==> config.mk <==
export PLATFORM = sky130hd
export DESIGN_NAME = hsv_to_rgb_converter_core
export DESIGN_NICKNAME = d
export VERILOG_FILES = /design/src/hdl/h2r_pkg.sv /design/src/hdl/h2r_sector.sv /design/src/hdl/h2r_lane.sv /design/src/hdl/hsv_to_rgb_converter_core.sv
export SDC_FILE = /design/constraint.sdc
export NUM_CORES = 2
export LEC_CHECK = 0
export ABC_AREA = 1
export BUFFER_PORTS_ARGS = -buffer_cell sky130_fd_sc_hd__buf_2
export CORE_MARGIN = 10
export CORE_UTILIZATION = 70
export DETAILED_ROUTE_END_ITERATION = 6
export PLACE_DENSITY = 0.87
export REMOVE_ABC_BUFFERS = 1
export SLEW_MARGIN = 20
export SYNTH_ARGS = -nofsm -noshare
export SYNTH_HDL_FRONTEND = slang
export SYNTH_SLANG_ARGS = --single-unit
==> constraint.sdc <==
create_clock -name clk_i -period 14.1 [get_ports clk_i]
set_input_delay 1.41 -clock clk_i [delete_from_list [all_inputs] [get_ports clk_i]]
set_output_delay 1.41 -clock clk_i [all_outputs]
set_load 0.05 [all_outputs]
==> src/hdl/h2r_pkg.sv <==
// ----------------------------------------------------------------------------
// h2r_pkg
// Shared types and constants for the HSV to RGB converter.
// ----------------------------------------------------------------------------
package h2r_pkg;

  localparam int unsigned HUE_FRAC_BITS = 6;
  localparam int unsigned HUE_W         = 15;
  localparam int unsigned CH_W          = 8;

  localparam int unsigned SECTOR_UNITS  = 60 << HUE_FRAC_BITS;
  localparam int unsigned CIRCLE_UNITS  = 360 << HUE_FRAC_BITS;
  localparam int unsigned REM_W         = $clog2(SECTOR_UNITS + 1);

  // full-scale denominator 255 * sector
  localparam int unsigned DEN           = 255 * SECTOR_UNITS;
  localparam int unsigned DEN_W         = $clog2(DEN + 1);
  localparam int unsigned SP_W          = CH_W + REM_W;
  localparam int unsigned PROD_W        = CH_W + DEN_W;

  // 60 << F = 15 << (F + 2); divide by DEN as shift then divide by 255*15
  localparam int unsigned DIV_SHIFT     = HUE_FRAC_BITS + 2;
  localparam longint unsigned DIV_REST  = 255 * 15;
  localparam int unsigned X_W           = PROD_W - DIV_SHIFT;
  localparam int unsigned RECIP_SHIFT   = 32;
  localparam longint unsigned RECIP     = ((64'd1 << RECIP_SHIFT) + DIV_REST - 1) / DIV_REST;
  localparam int unsigned RECIP_W       = $clog2(RECIP + 1);
  localparam int unsigned MPROD_W       = X_W + RECIP_W;

  typedef enum logic [2:0] {
    SEC_RED_YEL = 3'd0,
    SEC_YEL_GRN = 3'd1,
    SEC_GRN_CYN = 3'd2,
    SEC_CYN_BLU = 3'd3,
    SEC_BLU_MAG = 3'd4,
    SEC_MAG_RED = 3'd5
  } h2r_sector_e;

  typedef struct packed {
    logic s2;
    logic s3;
    logic s4;
  } h2r_adv_t;

endpackage

==> src/hdl/h2r_sector.sv <==
// ----------------------------------------------------------------------------
// h2r_sector
// Splits hue into 60-degree sector and offset within the sector.
// ----------------------------------------------------------------------------
module h2r_sector
  import h2r_pkg::*;
(
  input  logic [HUE_W-1:0] hue_i,
  output h2r_sector_e      sector_o,
  output logic [REM_W-1:0] rem_o
);

  logic [HUE_W-1:0] hue_w;
  logic [HUE_W-1:0] base;

  always_comb begin
    hue_w    = (hue_i >= HUE_W'(CIRCLE_UNITS)) ? '0 : hue_i;
    sector_o = SEC_RED_YEL;
    base     = '0;
    for (int k = 1; k < 6; k++) begin
      if (hue_w >= HUE_W'(k * SECTOR_UNITS)) begin
        sector_o = h2r_sector_e'(3'(k));
        base     = HUE_W'(k * SECTOR_UNITS);
      end
    end
    rem_o = REM_W'(hue_w - base);
  end

endmodule

==> src/hdl/h2r_lane.sv <==
// ----------------------------------------------------------------------------
// h2r_lane
// Pipelined floor(v * (DEN - s * part) / DEN), three register stages.
// ----------------------------------------------------------------------------
module h2r_lane
  import h2r_pkg::*;
(
  input  logic             clk_i,
  input  h2r_adv_t         adv_i,
  input  logic [REM_W-1:0] part_i,
  input  logic [CH_W-1:0]  sat_i,
  input  logic [CH_W-1:0]  val_i,
  output logic [CH_W-1:0]  quot_o
);

  logic [SP_W-1:0]    sp_q, sp_d;
  logic [PROD_W-1:0]  prod_q, prod_d;
  logic [MPROD_W-1:0] mprod_q, mprod_d;
  logic [DEN_W-1:0]   diff;
  logic [X_W-1:0]     x;

  always_comb begin
    sp_d    = SP_W'(sat_i) * SP_W'(part_i);
    diff    = DEN_W'(DEN) - DEN_W'(sp_q);
    prod_d  = PROD_W'(val_i) * PROD_W'(diff);
    x       = prod_q[PROD_W-1:DIV_SHIFT];
    mprod_d = MPROD_W'(x) * MPROD_W'(RECIP);
  end

  assign quot_o = mprod_q[RECIP_SHIFT +: CH_W];

  always_ff @(posedge clk_i) begin
    if (adv_i.s2) sp_q    <= sp_d;
    if (adv_i.s3) prod_q  <= prod_d;
    if (adv_i.s4) mprod_q <= mprod_d;
  end

endmodule

==> src/hdl/hsv_to_rgb_converter_core.sv <==
// A color passes the stage 1 to stage 5 registers between input transfer and result valid.
// Throughput: one color per cycle while out_ready_i is high; each stage advances when it is empty or
// its successor advances, so bubbles close up under output back-pressure.
// Reset: rst_ni clears all stage valid bits; payload registers are not reset.
// ----------------------------------------------------------------------------
// hsv_to_rgb_converter_core
// HSV to 8-bit RGB converter, five register stages.
// ----------------------------------------------------------------------------
module hsv_to_rgb_converter_core
  import h2r_pkg::*;
(
  input  logic             clk_i,
  input  logic             rst_ni,
  input  logic             in_valid_i,
  output logic             in_ready_o,
  input  logic [HUE_W-1:0] hue_i,
  input  logic [CH_W-1:0]  saturation_i,
  input  logic [CH_W-1:0]  brightness_i,
  output logic             out_valid_o,
  input  logic             out_ready_i,
  output logic [CH_W-1:0]  red_o,
  output logic [CH_W-1:0]  green_o,
  output logic [CH_W-1:0]  blue_o
);

  logic [5:1] vld_q, vld_d;
  logic [6:1] rdy;

  h2r_sector_e      sec_d;
  logic [REM_W-1:0] rem_d;

  h2r_sector_e      sec1_q, sec2_q, sec3_q, sec4_q;
  logic [REM_W-1:0] rem1_q;
  logic [CH_W-1:0]  sat1_q;
  logic [CH_W-1:0]  val1_q, val2_q, val3_q, val4_q;
  logic [CH_W-1:0]  red_q, red_d, grn_q, grn_d, blu_q, blu_d;

  logic [CH_W-1:0]  p_w, q_w, t_w;
  logic [REM_W-1:0] t_part;
  h2r_adv_t         adv;

  always_comb begin
    rdy[6] = out_ready_i;
    for (int k = 5; k >= 1; k--) begin
      rdy[k] = !vld_q[k] || rdy[k+1];
    end
    vld_d[1] = rdy[1] ? in_valid_i : vld_q[1];
    for (int k = 2; k <= 5; k++) begin
      vld_d[k] = rdy[k] ? vld_q[k-1] : vld_q[k];
    end
    adv.s2 = rdy[2];
    adv.s3 = rdy[3];
    adv.s4 = rdy[4];
  end

  assign in_ready_o  = rdy[1];
  assign out_valid_o = vld_q[5];

  always_ff @(posedge clk_i or negedge rst_ni) begin
    if (!rst_ni) begin
      vld_q <= '0;
    end else begin
      vld_q <= vld_d;
    end
  end

  h2r_sector u_sector (
    .hue_i    (hue_i),
    .sector_o (sec_d),
    .rem_o    (rem_d)
  );

  assign t_part = REM_W'(SECTOR_UNITS) - rem1_q;

  h2r_lane u_lane_p (
    .clk_i  (clk_i),
    .adv_i  (adv),
    .part_i (REM_W'(SECTOR_UNITS)),
    .sat_i  (sat1_q),
    .val_i  (val2_q),
    .quot_o (p_w)
  );

  h2r_lane u_lane_q (
    .clk_i  (clk_i),
    .adv_i  (adv),
    .part_i (rem1_q),
    .sat_i  (sat1_q),
    .val_i  (val2_q),
    .quot_o (q_w)
  );

  h2r_lane u_lane_t (
    .clk_i  (clk_i),
    .adv_i  (adv),
    .part_i (t_part),
    .sat_i  (sat1_q),
    .val_i  (val2_q),
    .quot_o (t_w)
  );

  always_comb begin
    case (sec4_q)
      SEC_RED_YEL: begin red_d = val4_q; grn_d = t_w;    blu_d = p_w;    end
      SEC_YEL_GRN: begin red_d = q_w;    grn_d = val4_q; blu_d = p_w;    end
      SEC_GRN_CYN: begin red_d = p_w;    grn_d = val4_q; blu_d = t_w;    end
      SEC_CYN_BLU: begin red_d = p_w;    grn_d = q_w;    blu_d = val4_q; end
      SEC_BLU_MAG: begin red_d = t_w;    grn_d = p_w;    blu_d = val4_q; end
      default:     begin red_d = val4_q; grn_d = p_w;    blu_d = q_w;    end
    endcase
  end

  always_ff @(posedge clk_i) begin
    if (rdy[1]) begin
      sec1_q <= sec_d;
      rem1_q <= rem_d;
      sat1_q <= saturation_i;
      val1_q <= brightness_i;
    end
    if (rdy[2]) begin
      sec2_q <= sec1_q;
      val2_q <= val1_q;
    end
    if (rdy[3]) begin
      sec3_q <= sec2_q;
      val3_q <= val2_q;
    end
    if (rdy[4]) begin
      sec4_q <= sec3_q;
      val4_q <= val3_q;
    end
    if (rdy[5]) begin
      red_q <= red_d;
      grn_q <= grn_d;
      blu_q <= blu_d;
    end
  end

  assign red_o   = red_q;
  assign green_o = grn_q;
  assign blue_o  = blu_q;

endmodule
# Yosys cells after proc, flatten, opt, wreduce, memory -nomap -nowiden
# Cells that the tools add are included.
[word_totals]
ff_bits = 343
input_bits = 35
out_inout_bits = 26
word_cells = 81
[op_classes]
addsub = 5
multipliers = 9
order_cmp = 6
n_eq_ne = 4
mux = 13
reduce_logical = 16
[op_table]
columns = ["operator", "count"]
rows = [
  ["multiplier 20 x 19 -> 38 bit, second input constant", 3],
  ["multiplier 8 x 20 -> 28 bit", 3],
  ["case mux 8 bit (3 select lines)", 3],
  ["2-to-1 mux 12 bit", 5],
  ["subtractor 20 bit, first input constant", 3],
  ["multiplier 8 x 12 -> 20 bit", 2],
  [">= comparator 15 x 14 -> 1 bit, second input constant", 2],
  [">= comparator 15 bit, second input constant", 2],
  [">= comparator 15 x 12 -> 1 bit, second input constant", 1],
  [">= comparator 15 x 13 -> 1 bit, second input constant", 1],
  ["2-to-1 mux 15 bit", 1],
  ["multiplier 8 x 4 -> 12 bit, second input constant", 1],
  ["subtractor 12 bit", 1],
  ["subtractor 12 bit, first input constant", 1],
  ["OR reduction 2 bit", 5],
  ["equality test 3 x 2 -> 1 bit, second input constant", 2],
  ["logical NOT 1 bit", 5],
  ["logical OR 1 bit", 5],
  ["2-to-1 mux 2 bit", 2],
  ["equality test 3 x 1 -> 1 bit, second input constant", 1],
  ["equality test 3 bit, second input constant", 1],
  ["logical NOT 3 bit", 1],
  ["2-to-1 mux 1 bit", 2],
]

# Longest topological paths before layout
[logic_depth]
word_depth = 9
ltp_mapped = 29
depth_no_buf = 28

# Modules after synthesis
# From an unflattened synthesis, not the netlist that was laid out.
[unflattened]
cells_unflattened = 6153
hier_area_um2 = 50026.7
[modules_own_cells]
columns = ["module", "n_inst", "cells_each", "area_each_um2", "seq_area_each_um2"]
rows = [
  ["h2r_lane at u_lane_q", 1, 1929, 15347.2, 1441.4],
  ["h2r_lane at u_lane_p", 1, 1920, 15263.4, 1441.4],
  ["h2r_lane at u_lane_t", 1, 1918, 15259.6, 1441.4],
  ["hsv_to_rgb_converter_core", 1, 298, 3707.3, 2767.7],
  ["h2r_sector", 1, 88, 449.2, 0.0],
]

# Worst setup path after synthesis
# OpenSTA, ideal clock, no wires.
[synth_timing]
path_kind = "input-to-output"
from = "in out_ready_i"
to = "out in_ready_o"
t_arrival_ns = 5.563
required_ns = 12.690
setup_slack_ns = 7.127
cell_stages = 8
path_buffers = 0
cell_sequence = "nor2_1 > inv_1 > nor2_1 > inv_1 > nor2_1 > inv_1 > nor2_1 > nand2_1"
[synth_rtl]
columns = ["element", "line", "text"]
rows = [
  ["start, declared", "hsv_to_rgb_converter_core.sv:20", "input logic out_ready_i,"],
  ["end, declared", "hsv_to_rgb_converter_core.sv:15", "output logic in_ready_o,"],
]

==> impl_summary.txt <==
----------------------------------------------------
[Timing]
  Worst slew margin ... 0.266
  Hold Fails Final Rpt ... 0
  Fin crit share ... 0.420
  Final sum of negative setup slack ... 0 ns
  Setup repair after global routing missed its margin ... no
  Final count of negative-setup-slack endpoints ... 0
  Setup skew after layout ... 0.0188 ns
  Min cycle time layout ... 5.93 ns
  Tightest Pin Transition ... 1.10 ns
  Fmax ... roughly 0.17 GHz
  Pins over their slew limit ... 0

[Clock network]
  CTS tree ... built
  CTS root buffer ... sky130_fd_sc_hd__clkbuf_16
  Post-CTS clock slew at the launch and capture registers of the worst setup and hold paths ... 0.07 ns
  Hold-fix buffers at CTS ... 0
  Post-CTS repair timing setup buffer count ... 0
  Num Clock Sinks ... around 230
  Number of buffers inserted during clock tree synthesis ... 27
  Latest clock arrival within the worst-skew pair ... a little under 0.6 ns
  Post-cts gate resize count ... 0
  Clock buffer depth ... 3
  Level count of the clock H-tree ... 1

[Synth]
  Cell variety after synth ... about 60
  Flops & latches, synth ... 228
  Sequential share of the synthesized area ... 0.152
  Average instance area after synthesis ... ~8.2 um2
  Post-synth EDFFs ... approximately 220
  Synth Cell Area ... roughly 45000 um2
  Ys Warns ... 0
  Gate count after technology mapping ... ~5500
  Top_reg_cell synth ... sky130_fd_sc_hd__edfxtp_1
  Async set-or-reset flop fraction in the synthesized netlist ... 0.0219

[GRT]
  Initial antenna violation count ... 0
  First-pass GRT wire length ... 177 mm
  Total global routing track utilization ... 0.288
  Via count of the first global-routing pass ... 37100
  Total congestion overflow after global routing ... 0
  Maximum number of pins on one net before global-route repair ... 63

[Critical path]
  Peak fanout along the critical path ... 10
  Startpoint types ... flip-flop
  Data required time at the worst endpoint ... 14.45 ns
  Critical setup path kind ... flip-flop to flip-flop
  Arrival time of data at the critical path endpoint ... around 6.3 ns
  Element type at the critical path end ... flip-flop

[Layout]
  Layout cell share with drive strength beyond 1 ... 0.0393
  Fin nets ... between 6000 and 7000
  Commonest non-fill, non-tap cells in the layout ... sky130_fd_sc_hd__inv_1 (1375), sky130_fd_sc_hd__nand2_1 (1011), sky130_fd_sc_hd__ha_1 (718), sky130_fd_sc_hd__fa_1 (612), sky130_fd_sc_hd__nor2_1 (554)
  Diode insertion count for antenna repair ... 0
  Area added between synthesis and finish ... 4.85%
  Leading cell type in the layout, fill and taps excluded ... sky130_fd_sc_hd__inv_1

[Route]
  Detailed-route vias per instance ... approximately 5.5
  Total vias in the final route ... around 35000
  Number of DRC violations after detailed-routing iteration 0 ... about 2500
  Total DRC errors in the routed layout ... 0
  Antenna Violating Nets Remaining ... 0
  Wire length per cell ... roughly 17 um
  First-pass DRT Iterations ... 6
  Aggregate routed wire length ... roughly 110 mm

[Floorplan]
  Standard-cell row count ... 92
  Die span in y ... around 270 um
  Die X ... 274 um
  Floorplan core area ... 63300 um2
  Total die area ... between 70000 and 80000 um2
  I/O pin count ... 61
  Initial cell density of the core ... 0.711

[Run status]
  Result of the run ... finished clean

[Worst hold path]
  Tightest Hold Check Type ... flip-flop to flip-flop

[Place]
  Half-perimeter wire length of the detailed placement result ... just under 90 mm
  Port buffer count ... 60
  GPL Wtd Cong ... 0.950

[Job]
  Number of maximum-capacitance constraint violations ... 0

----------------------------------------------------
-- area by class of cell --
| class | count | area [um2] |
|---|---|---|
| fillers | 4582 | 16100 |
| flip-flops and latches | 228 | 6820 |
| repair buffers | 84 | 495 |
| well taps | 846 | 1060 |
| clock buffers | 30 | 687 |
| inverters | 1392 | 5230 |
| clock inverters | 20 | 277 |
| multi-input cells | 3771 | 32600 |
-- synthesized netlist by cell type, types with 13 or more instances --
cell                       number  area [um2]
sky130_fd_sc_hd__nand3_1      143         716
sky130_fd_sc_hd__clkbuf_1      63         236
sky130_fd_sc_hd__a21o_1        25         188
sky130_fd_sc_hd__a21oi_1      211        1060
sky130_fd_sc_hd__nor2_1       554        2080
sky130_fd_sc_hd__nand3b_1      14         105
sky130_fd_sc_hd__xor2_1        74         648
sky130_fd_sc_hd__o21ai_0      101         505
sky130_fd_sc_hd__inv_1       1377        5170
sky130_fd_sc_hd__nand4_1       33         206
sky130_fd_sc_hd__a31oi_1       19         119
sky130_fd_sc_hd__xnor2_1       32         280
sky130_fd_sc_hd__or2_2         13        81.3
sky130_fd_sc_hd__nor3_1        53         265
sky130_fd_sc_hd__ha_1         718        8980
sky130_fd_sc_hd__edfxtp_1     223        6700
sky130_fd_sc_hd__o21bai_1      25         188
sky130_fd_sc_hd__fa_1         612       12300
sky130_fd_sc_hd__nand2_2       18         113
sky130_fd_sc_hd__nand2_1     1011        3790
-- critical path, cell delays in order, from the launching register on --
cell	delay, ns
sky130_fd_sc_hd__edfxtp_1	0.60
sky130_fd_sc_hd__inv_4	0.17
sky130_fd_sc_hd__ha_1	0.19
sky130_fd_sc_hd__nand2_1	0.06
sky130_fd_sc_hd__nor2_1	0.14
sky130_fd_sc_hd__inv_2	0.07
sky130_fd_sc_hd__o21ai_2	0.19
sky130_fd_sc_hd__nand2_2	0.11
sky130_fd_sc_hd__xor2_1	0.49
sky130_fd_sc_hd__nor2_1	0.12
sky130_fd_sc_hd__fa_1	0.56
sky130_fd_sc_hd__fa_1	0.44
sky130_fd_sc_hd__fa_1	0.49
sky130_fd_sc_hd__inv_1	0.05
sky130_fd_sc_hd__fa_1	0.47
sky130_fd_sc_hd__inv_1	0.04
sky130_fd_sc_hd__ha_1	0.33
sky130_fd_sc_hd__a21oi_1	0.19
sky130_fd_sc_hd__a21boi_0	0.41
sky130_fd_sc_hd__o21ai_0	0.16
sky130_fd_sc_hd__a21oi_1	0.22
sky130_fd_sc_hd__nand2_1	0.07
sky130_fd_sc_hd__nand2_1	0.06
sky130_fd_sc_hd__nand2_1	0.05
-- state kept, by name, summed over array words and instances, names as in the netlist, 12 cells and up --
name	cells
u_lane_p.prod_q	20
u_lane_q.prod_q	20
u_lane_t.prod_q	20
u_lane_t.sp_q	20
u_lane_q.sp_q	19
rem1_q	12
u_lane_p.sp_q	12
-- cell families (layout without fill, tap and decap cells) --
family,count (synthesis),count (layout),synth area share
simple gates,1885,1885,0.172
buf+inv,1469,1526,0.124
fa+ha+maj,1330,1330,0.472
compound gates,439,439,0.0554
flops,228,228,0.152
xor+xnor,117,117,0.0249
-- path summary, 6_finish.rpt --
check | startpoint | cells past startpoint | slack (ns) | end
max | u_lane_t.sp_q[0] | 23 | 8.17 | u_lane_q.prod_q[27]
min | val1_q[5] | 0 | 0.41 | val2_q[5]
max reg2reg | u_lane_t.sp_q[0] | 23 | 8.17 | u_lane_q.prod_q[27]
min reg2reg | val1_q[5] | 0 | 0.41 | val2_q[5]
max in group asynchronous | rst_ni | 1 | 13.26 | vld_q[5]
min in group asynchronous | rst_ni | 1 | 0.66 | vld_q[1]
-- metrics by stage --
step | cell area [um2] | util | setup WS (ns) | std cells | hold slack, ns
final | 47200 | 0.745 | 8.17 | 6371 | 0.415
after global routing | 47200 | 0.745 | 7.76 | 6371 | 0.426
after CTS | 47100 | 0.744 | 8.21 | 6369 | 0.419
after detailed placement | 46200 | 0.729 | 8.20 | 6319 | 0.405
after global placement | 46200 | 0.729 | 8.28 | 6319 | 0.401
after floorplan | 44600 | - | 7.13 | 5391 | 0.400
-- metal layers --
layer,vias up,routed length (um),global-route usage,share of wire
met3,291,7900,0.0457,0.074
met5,-,0,0,0
met4,0,4100,0.105,0.039
met2,1343,51700,0.502,0.49
li1,16900,-,-,-
met1,16800,42500,0.357,0.40
Power is not shown: default switching activity piles up to over one toggle a cycle in this logic, so the estimate is an artifact.
